===== src/mglpb_pkg.sv =====
package mglpb_pkg;

   localparam int DEF_CAPACITY       = 64;
   localparam int DEF_ADDR_WIDTH     = 32;
   localparam int DEF_SUPERPAGE_BITS = 22;
   localparam int DEF_PAGE_BITS      = 12;
   localparam int DEF_LINE_BITS      = 6;

   localparam int TAG_W   = 32;
   localparam int LEVEL_W = 2;
   localparam int OCC_W   = 7;
   localparam int GROUP_N = 8;

   localparam logic [LEVEL_W-1:0] LVL_ALL   = 2'd0;
   localparam logic [LEVEL_W-1:0] LVL_SUPER = 2'd1;
   localparam logic [LEVEL_W-1:0] LVL_PAGE  = 2'd2;
   localparam logic [LEVEL_W-1:0] LVL_LINE  = 2'd3;

   localparam logic CMD_LOOKUP = 1'b0;
   localparam logic CMD_SHOOT  = 1'b1;

   typedef enum logic [2:0] {
      ST_IDLE,
      ST_CMP,
      ST_UPD,
      ST_CNT,
      ST_SUM
   } state_type;

   typedef struct packed {
      logic cmp_en;
      logic upd_en;
      logic shoot;
      logic hit;
      logic push;
   } cell_ctrl_type;

endpackage


===== src/mglpb_span.sv =====
module mglpb_span
   import mglpb_pkg::*;
#(
   parameter int ADDR_WIDTH     = DEF_ADDR_WIDTH,
   parameter int SUPERPAGE_BITS = DEF_SUPERPAGE_BITS,
   parameter int PAGE_BITS      = DEF_PAGE_BITS,
   parameter int LINE_BITS      = DEF_LINE_BITS
) (
   input  logic [ADDR_WIDTH-1:0] tag,
   input  logic [LEVEL_W-1:0]    level,
   output logic [ADDR_WIDTH-1:0] span_lo,
   output logic [ADDR_WIDTH-1:0] span_hi
);

   logic [ADDR_WIDTH-1:0] next_tag;
   logic [ADDR_WIDTH-1:0] next_lo;

   assign next_tag = tag + ADDR_WIDTH'(1);

   always_comb begin
      unique case (level)
         LVL_SUPER: begin
            span_lo = tag << SUPERPAGE_BITS;
            next_lo = next_tag << SUPERPAGE_BITS;
         end
         LVL_PAGE: begin
            span_lo = tag << PAGE_BITS;
            next_lo = next_tag << PAGE_BITS;
         end
         default: begin
            span_lo = tag << LINE_BITS;
            next_lo = next_tag << LINE_BITS;
         end
      endcase
   end

   assign span_hi = next_lo - ADDR_WIDTH'(1);

endmodule


===== config.mk =====
export PLATFORM = sky130hd
export DESIGN_NAME = mglpb_span
export DESIGN_NICKNAME = d
export VERILOG_FILES = /design/src/mglpb_pkg.sv /design/src/mglpb_span.sv
export SDC_FILE = /design/constraint.sdc
export NUM_CORES = 1
export LEC_CHECK = 0
export ABC_AREA = 1
export BUFFER_PORTS_ARGS = -buffer_cell sky130_fd_sc_hd__buf_2
export CAP_MARGIN = 5
export CORE_MARGIN = 1.5
export CORE_UTILIZATION = 51
export DETAILED_ROUTE_END_ITERATION = 8
export PLACE_DENSITY = 0.92
export SYNTH_ARGS = -nofsm -noshare
export SYNTH_HDL_FRONTEND = slang
export SYNTH_SLANG_ARGS = --single-unit

===== constraint.sdc =====
create_clock -name vclk -period 3.8
set_clock_uncertainty 0.15 [all_clocks]
set_input_delay 0.57 -clock vclk [all_inputs]
set_output_delay 0.57 -clock vclk [all_outputs]
set_load 0.05 [all_outputs]

==> out/metrics.cfg <==
[setup_path]
critPathMaxFanout = 5
slowest_delay_ns = 0.33
critPathCaptureType = output port
crit_top_cell = nand2_1
cp-start-kind = primary input
arrival_ns = 2.86
path_buf_inv = 5
cp_data_required_time_ns = 3.08
crit_type = in -> out
critPathTopFamily = simple AND/OR/NAND/NOR gates
cpMaxStageDelayCell = ha_1
crit_chain = buf_2 -> inv_1 -> ha_1 -> buf_4 -> nand2_8 -> ha_4 -> nand2_1 -> inv_1 -> nand2_1 -> nor2_2 -> nand2_2 -> nor2_4 -> nand3_4 -> nor2_4 -> nand2_1 -> nand2_2 -> nand2_4 -> clkbuf_4

[placed_design]
dp_slack_ns = 0.09479
port_buffers = 80
place_congestion = 1.064
post-dp-hpwl_um = 6367

[final_layout]
seqCellArea_um2 = 0
nets = 567
seq_cells = 0
antennaDiodeCount = 0
fill_cells = 427
area_growth_pct = 26.58
drive_gt1_frac = 0.2903
nClkBuffers = 0

[pwr]
power_frac_seq = 0
peakVddDrop_mv = 0.1711
p_clk_frac = 0
comb_power_share = 1.000
swShare = 0.7528
p_sw_w = 0.0005394
p_leak_nw = 1.569
internal_power_w = 0.0001772
power-per-cell-area_mw_per_mm2 = 247.0

[die]
std_cell_rows = 24
start_util = 0.5264
die_area_mm2 = 0.004906
core_region_area_mm2 = 0.004354
ios = 98
die_w_um = 70.04
chipHeight_um = 70.04

[run_status]
status = finished, final reports clean

[drt]
post-route-drc-count = 0
routed_via_density = 5.686
drt_first_pass_iters = 8
avgRoutedWirePerCell_um = 13.14
routed_wl_um = 7606
vias = 3292
drt_iter0_drc = 386
ant_nets = 0

[sta]
maxSlewViolCount = 0
finalSetupTns_ns = 0
setup-violations-final = 0
fin_crit_ns = 3.584
rsz0062_at_grt = no
final_hold_viol_count = 0
fin_ws_ns = 0.2159
fin_crit_sh = 0.9432
clock.fmax_ghz = 0.2790

[global_route]
grt_pass1_wl_um = 12210
grt_overflow = 0
grt_max_degree = 21
grt_use_total = 0.2950
grt_antenna_before_repair = 0
grt_pass1_vias = 2758

[synthesis]
yosysUniqueCellTypes = 32
syn-instance-count = 450
syn_avg_cell_area_um2 = 5.094
yosysWarnings = 0
synth_area_mm2 = 0.002292
seq_area_frac_synth = 0

[min_path]
holdCritPathClass = in -> out

[cts]
hold_buffers = 0

[run]
cap_violations = 0

## synthesized netlist by cell type, types with 3 or more instances
cell type | count | area [µm²]
a22oi_1 | 7 | 52.55
buf_4 | 12 | 90.09
clkbuf_1 | 5 | 18.77
ha_1 | 4 | 50.05
inv_1 | 56 | 210.2
inv_2 | 3 | 11.26
nand2_1 | 154 | 578.1
nand2_2 | 12 | 75.07
nand2_4 | 3 | 33.78
nand3_1 | 52 | 260.3
nand3_2 | 4 | 40.04
nand4_1 | 7 | 43.79
nor2_1 | 42 | 157.7
nor2_2 | 7 | 43.79
nor2_4 | 11 | 123.9
o21ai_0 | 19 | 95.09
o22ai_1 | 10 | 62.56
xnor2_1 | 9 | 78.83
xor2_1 | 11 | 96.34
## final timing paths
kind	endpoint	cells after the start	slack, ns	startpoint
worst min-delay path	span_lo[6]	4	1.41	tag[0]
worst max-delay path	span_hi[28]	18	0.22	level[0]
## cells by family (layout without fill, tap and decap cells)
kind of cell	count (synthesis)	in the layout	share of synthesized area
xor+xnor	20	20	0.07642
simple gates	296	296	0.6113
other cells	2	12	0.003276
fa+ha+maj	4	4	0.02183
buf+inv	82	149	0.1638
compound gates	46	46	0.1234
## power groups by stage
stage               clock network, W  logic, W  registers, W
finish                             0  0.000717             0
floorplan                          0  0.000572             0
global placement                   0  0.000695             0
detailed placement                 0  0.000704             0
global route                       0  0.000759             0
CTS                                0  0.000706             0
## worst min-delay path, delay by kind of cell
kind / cells / cell delay [ns]
buffers and inverters: 3 / 0.36
and+or+nand+nor: 1 / 0.06
## cell usage in the layout, fill, tap and decap left out, types with 5 or more instances in the layout
cell type,count
conb_1,12
o21ai_0,19
xnor2_1,6
nand4_1,7
nand2_1,148
nand2_4,5
nand2_2,15
nor2_1,40
nand3_2,6
buf_2,79
inv_1,55
nor2_2,9
nor2_4,11
buf_4,9
a22oi_1,7
xor2_1,7
o22ai_1,10
nand3_1,50
## through the flow
stage	utilization	area (µm²)	total power [W]	std cells	hold WS (ns)
CTS	0.6606	2877	0.0007062	578	1.408
floorplan	-	2525	0.0005718	460	1.212
global placement	0.6606	2877	0.0006948	578	1.400
detailed placement	0.6606	2877	0.0007043	578	1.407
finish	0.6664	2902	0.0007166	579	1.409
global route	0.6664	2902	0.0007590	579	1.423
## layer usage
metal  track usage  wire [µm]
met1        0.3946       2885
met2        0.5228       3621
met3       0.02165        917
met4       0.05342        182
met5             0          0
## layout make-up
| cell class | instances | area [µm²] | share of cell area |
|---|---|---|---|
| tap | 52 | 65.06 | 0.02242 |
| timing repair buffer | 90 | 481.7 | 0.1660 |
| inverter | 59 | 225.2 | 0.07762 |
| multi-input combinational | 378 | 2130 | 0.7339 |
## what timing repair did
action,CTS,global route
endpoints found under the setup margin,0,9
setup buffers,0,1
hold endpoints to repair,0,0
resized for setup,0,6
Power figures use the tool's default switching activity.
