--- config.mk ---
export PLATFORM = sky130hd
export DESIGN_NAME = mglpb_cell
export DESIGN_NICKNAME = d
export VERILOG_FILES = /design/src/mglpb_pkg.sv /design/src/mglpb_span.sv /design/src/mglpb_cell.sv
export SDC_FILE = /design/constraint.sdc
export NUM_CORES = 1
export LEC_CHECK = 0
export ABC_AREA = 1
export BUFFER_PORTS_ARGS = -buffer_cell sky130_fd_sc_hd__buf_2
export CAP_MARGIN = 5
export CORE_ASPECT_RATIO = 0.6
export CORE_MARGIN = 2
export CORE_UTILIZATION = 52
export DETAILED_ROUTE_END_ITERATION = 8
export HOLD_SLACK_MARGIN = 0.02
export PLACE_DENSITY = 0.82
export SLEW_MARGIN = 25
export SYNTH_ARGS = -nofsm -noshare
export SYNTH_HDL_FRONTEND = slang
export SYNTH_SLANG_ARGS = --single-unit
--- constraint.sdc ---
create_clock -name clock -period 5.2 [get_ports clock]
set_input_delay 0.52 -clock clock [delete_from_list [all_inputs] [get_ports clock]]
set_output_delay 0.52 -clock clock [all_outputs]
set_load 0.02 [all_outputs]
--- src/mglpb_pkg.sv ---
package mglpb_pkg;

   localparam int DEF_CAPACITY       = 64;
   localparam int DEF_ADDR_WIDTH     = 32;
   localparam int DEF_SUPERPAGE_BITS = 22;
   localparam int DEF_PAGE_BITS      = 12;
   localparam int DEF_LINE_BITS      = 6;

   localparam int TAG_W   = 32;
   localparam int LEVEL_W = 2;
   localparam int OCC_W   = 7;
   localparam int GROUP_N = 8;

   localparam logic [LEVEL_W-1:0] LVL_ALL   = 2'd0;
   localparam logic [LEVEL_W-1:0] LVL_SUPER = 2'd1;
   localparam logic [LEVEL_W-1:0] LVL_PAGE  = 2'd2;
   localparam logic [LEVEL_W-1:0] LVL_LINE  = 2'd3;

   localparam logic CMD_LOOKUP = 1'b0;
   localparam logic CMD_SHOOT  = 1'b1;

   typedef enum logic [2:0] {
      ST_IDLE,
      ST_CMP,
      ST_UPD,
      ST_CNT,
      ST_SUM
   } state_type;

   typedef struct packed {
      logic cmp_en;
      logic upd_en;
      logic shoot;
      logic hit;
      logic push;
   } cell_ctrl_type;

endpackage

--- src/mglpb_span.sv ---
module mglpb_span
   import mglpb_pkg::*;
#(
   parameter int ADDR_WIDTH     = DEF_ADDR_WIDTH,
   parameter int SUPERPAGE_BITS = DEF_SUPERPAGE_BITS,
   parameter int PAGE_BITS      = DEF_PAGE_BITS,
   parameter int LINE_BITS      = DEF_LINE_BITS
) (
   input  logic [ADDR_WIDTH-1:0] tag,
   input  logic [LEVEL_W-1:0]    level,
   output logic [ADDR_WIDTH-1:0] span_lo,
   output logic [ADDR_WIDTH-1:0] span_hi
);

   logic [ADDR_WIDTH-1:0] next_tag;
   logic [ADDR_WIDTH-1:0] next_lo;

   assign next_tag = tag + ADDR_WIDTH'(1);

   always_comb begin
      unique case (level)
         LVL_SUPER: begin
            span_lo = tag << SUPERPAGE_BITS;
            next_lo = next_tag << SUPERPAGE_BITS;
         end
         LVL_PAGE: begin
            span_lo = tag << PAGE_BITS;
            next_lo = next_tag << PAGE_BITS;
         end
         default: begin
            span_lo = tag << LINE_BITS;
            next_lo = next_tag << LINE_BITS;
         end
      endcase
   end

   assign span_hi = next_lo - ADDR_WIDTH'(1);

endmodule

--- src/mglpb_cell.sv ---
module mglpb_cell
   import mglpb_pkg::*;
#(
   parameter int ADDR_WIDTH     = DEF_ADDR_WIDTH,
   parameter int SUPERPAGE_BITS = DEF_SUPERPAGE_BITS,
   parameter int PAGE_BITS      = DEF_PAGE_BITS,
   parameter int LINE_BITS      = DEF_LINE_BITS
) (
   input  logic                  clock,
   input  logic                  reset,
   input  cell_ctrl_type         ctrl,
   input  logic [ADDR_WIDTH-1:0] req_tag,
   input  logic [LEVEL_W-1:0]    req_level,
   input  logic [ADDR_WIDTH-1:0] req_lo,
   input  logic [ADDR_WIDTH-1:0] req_hi,
   input  logic                  left_valid,
   input  logic [ADDR_WIDTH-1:0] left_tag,
   input  logic [LEVEL_W-1:0]    left_level,
   input  logic                  hole_in,
   output logic                  hole_out,
   output logic                  valid,
   output logic [ADDR_WIDTH-1:0] tag,
   output logic [LEVEL_W-1:0]    level,
   output logic                  match
);

   logic                  valid_ff, valid_in;
   logic [ADDR_WIDTH-1:0] tag_ff, tag_in;
   logic [LEVEL_W-1:0]    level_ff, level_in;
   logic                  match_ff, match_in;
   logic                  ovl_ff, ovl_in;
   logic [ADDR_WIDTH-1:0] span_lo;
   logic [ADDR_WIDTH-1:0] span_hi;
   logic                  kill;
   logic                  shift;

   mglpb_span #(
      .ADDR_WIDTH    (ADDR_WIDTH),
      .SUPERPAGE_BITS(SUPERPAGE_BITS),
      .PAGE_BITS     (PAGE_BITS),
      .LINE_BITS     (LINE_BITS)
   ) u_span (
      .tag    (tag_ff),
      .level  (level_ff),
      .span_lo(span_lo),
      .span_hi(span_hi)
   );

   assign kill     = valid_ff && (ctrl.shoot ? ovl_ff : (ctrl.hit ? match_ff : ovl_ff));
   assign hole_out = hole_in || !valid_ff || kill;
   assign shift    = ctrl.push && !hole_in;

   always_comb begin
      match_in = match_ff;
      ovl_in   = ovl_ff;
      valid_in = valid_ff;
      tag_in   = tag_ff;
      level_in = level_ff;
      if (ctrl.cmp_en) begin
         match_in = valid_ff && (tag_ff == req_tag) && (level_ff == req_level);
         ovl_in   = valid_ff && ((level_ff == LVL_ALL) ||
                                 ((req_hi >= span_lo) && (req_lo <= span_hi)));
      end
      if (ctrl.upd_en) begin
         if (shift) begin
            valid_in = left_valid;
            tag_in   = left_tag;
            level_in = left_level;
         end else if (kill) begin
            valid_in = 1'b0;
         end
      end
   end

   always_ff @(posedge clock) begin
      if (reset) begin
         valid_ff <= 1'b0;
      end else begin
         valid_ff <= valid_in;
      end
      tag_ff   <= tag_in;
      level_ff <= level_in;
      match_ff <= match_in;
      ovl_ff   <= ovl_in;
   end

   assign valid = valid_ff;
   assign tag   = tag_ff;
   assign level = level_ff;
   assign match = match_ff;

endmodule

==> flow_summary_export.csv <==
group,metric,value,unit
outcome,status,"complete, no violations",
timing,finalSetupViolations,0,
timing,hold_viol_final,0,
clock_network,clk_pin_slew,0.06,ns
final_layout,fillCellCount,930,
die,die_height,81.7,um
timing,post-route-period-util,0.874,
logic_synthesis,yosys.area.top_type,"edfxtp_1",
final_layout,drive_above_1_share,0.262,
global_route,track_usage,0.349,
global_route,grt_pass1_vias,5627,
clock_network,clk_path_buf_depth,2,
logic_synthesis,synth.area.top_cells,"edfxtp_1 (21%), nand2_1 (16%), ha_1 (14%)",
timing,slew_violations,0,
final_layout,area_growth,22.7,%
placement,io_buffers,177,
global_route,gr-total-overflow,0,
logic_synthesis,avgSynthCellArea,6.74,um2
timing,layout_min_cycle_time,4.55,ns
placement,detailed_place_hpwl,15700,um
routing,drt.antenna.violating_nets,0,
die,coreArea,9840,um2
timing,tightest_slew,0.753,ns
die,num_io_pins,178,
final_layout,finalNetCount,1148,
routing,drt_iter0_drc,865,
logic_synthesis,seq_area_frac_synth,0.210,
critical_path,crit_path_start_kind,"flop",
routing,drt_wl_total,18900,um
critical_path,critPathCaptureType,"flop",
routing,first_pass_iters,5,
job,max-cap-violations,0,
clock_network,ctsHoldBuffers,0,
clock_network,post-cts-setup-buffers,0,
critical_path,critical_path_class,"flop to flop",
placement,place_inst,1078,
logic_synthesis,yosysUniqueCellTypes,44,
critical_path,crit_fanout,37,
timing,finClkSkew,0.00616,ns
clock_network,htree_levels,2,
logic_synthesis,yosysTopAreaCellShare,0.206,
die,rows,28,
logic_synthesis,synth-main-ff-cell,"edfxtp_1",
clock_network,cts_tree,"yes",
final_layout,final_common_cell,"nand2_1",
min_path,min_path_type,"input port to flop",
routing,route.detailed.drc,0,
routing,vias,6255,
logic_synthesis,ys_async_sr_fraction,0,
critical_path,cp.arrival,4.58,ns
placement,globalplace.congestion,1.04,
clock_network,clockRootBuffer,"clkbuf_16",
global_route,antenna_found_initial,0,
final_layout,final_cell_mix,"nand2_1 (220), buf_2 (177), inv_1 (78)",
timing,finalSetupTns,0,ns
timing,rsz0062_at_grt,"false",
clock_network,cts_sinks,37,
logic_synthesis,ys_seq_elements,37,
clock_network,insertion_delay,0.28,ns
logic_synthesis,yosysWarnings,0,
critical_path,crit_required,5.23,ns
logic_synthesis,synth_cells,777,
die,die_area,10900,um2
die,fp.dieW,134,um
placement,place_area,6260,um2
timing,max_slew_margin,0.485,
routing,vias_per_cell,5.76,
logic_synthesis,synth.net_count,975,
clock_network,cts-resized-gates,0,
final_layout,stdcell_area,6430,um2
global_route,grt_max_degree,38,
pwr,p_leak,0.00318,uW
logic_synthesis,synth_edf_count,36,
die,initial_core_util,0.532,
pwr,power_density,188,nW/um2
logic_synthesis,syn_area,5240,um2
global_route,grt_pass1_wl,29400,um
final_layout,antenna_cells,0,
timing,fmax,220,MHz
clock_network,cts_made_buffers,5,
final_layout,instances_no_fill,1086,
pwr,ir_drop,228,uV
routing,post_drt_wl_per_cell,17.4,um
sequential cells by signal, summed over array words and instances (netlist names):
register  flops
ovl_ff        1
tag          32
match         1
level         2
valid         1
synthesized netlist by cell type, types with 2 or more instances:
cell type,n
a21oi_1,30
o21ai_0,30
nor2_1,64
nor2_4,6
or2_2,7
nand3_2,7
o211ai_1,2
xor2_1,13
buf_4,2
o221ai_1,6
a31oi_1,6
buf_2,2
xnor2_1,8
o31ai_1,2
nand4_1,25
inv_1,78
nand2_1,220
o21a_1,4
nand2_4,3
nand2_2,14
a22o_1,4
o21ai_1,2
buf_1,4
a211oi_1,5
clkbuf_1,7
edfxtp_1,36
o22ai_1,20
nor3_1,5
nor2_2,9
nor2_8,4
inv_2,7
nand3b_1,4
nor4_1,5
a221oi_1,4
nand3_1,67
ha_1,57
per-stage QoR:
stage / setup slack, ns / power (uW) / util / hold slack, ns
finish: 0.653 / 1210 / 0.653 / 0.391
global route: 0.184 / 1290 / 0.653 / 0.401
CTS: 0.694 / 1200 / 0.653 / 0.388
detailed placement: 0.711 / 856 / 0.635 / 0.556
global placement: 0.896 / 847 / 0.635 / 0.560
floorplan: 0.899 / 689 / - / 0.598
critical path: stages, from the launching register on:
cell and delay (ns):
edfxtp_1 0.37, inv_1 0.10, ha_1 0.65, inv_2 0.44, nand3_1 0.31, nand2_1 0.09
a21oi_1 0.20, nand3_1 0.11, nor2_2 0.19, nand3_2 0.15, nor2_4 0.19, nand2_1 0.08
xor2_1 0.15, ha_1 0.29, nand4_1 0.17, nor4_1 0.42, nand2_1 0.10, nand2_1 0.07
nand2_1 0.08, nand2_1 0.07, a21oi_1 0.06
cell families (layout without fill, tap and decap cells):
kind of cell,after synthesis,after routing,share of synthesized area
AND/OR/NAND/NOR,443,443,0.405
AO/OA/AOI/OAI,118,118,0.137
buffers and inverters,100,274,0.0736
adder cells (fa/ha/maj),57,57,0.136
flip-flops,37,37,0.210
XOR/XNOR,22,22,0.0382
metal layers:
| metal | routed length, um | GRT usage |
|---|---|---|
| met5 | 0 | 0 |
| met4 | 374 | 0.0734 |
| met1 | 8630 | 0.502 |
| met2 | 7270 | 0.505 |
| met3 | 2680 | 0.119 |
where the power goes:
part | switching (uW) | internal, uW
combinational | 302 | 187
sequential | 31.8 | 344
clock | 120 | 227
path summary, 6_finish.rpt:
kind	start	to	slack [ns]	depth (start not counted)
min	reset	valid	0.39	2
max reg2reg	level[0]	ovl_ff	0.65	20
min reg2reg	valid	valid	0.57	2
max	level[0]	ovl_ff	0.65	20
final cells by class:
type,count,area [um2],share of cell area
inverter,85,319,0.0496
clock inverter,3,46.3,0.00720
multi-input combinational,640,3750,0.584
sequential,37,1100,0.171
tap,135,169,0.0263
timing repair buffer,181,916,0.142
clock buffer,5,125,0.0195
(Power assumes the default switching activity.)
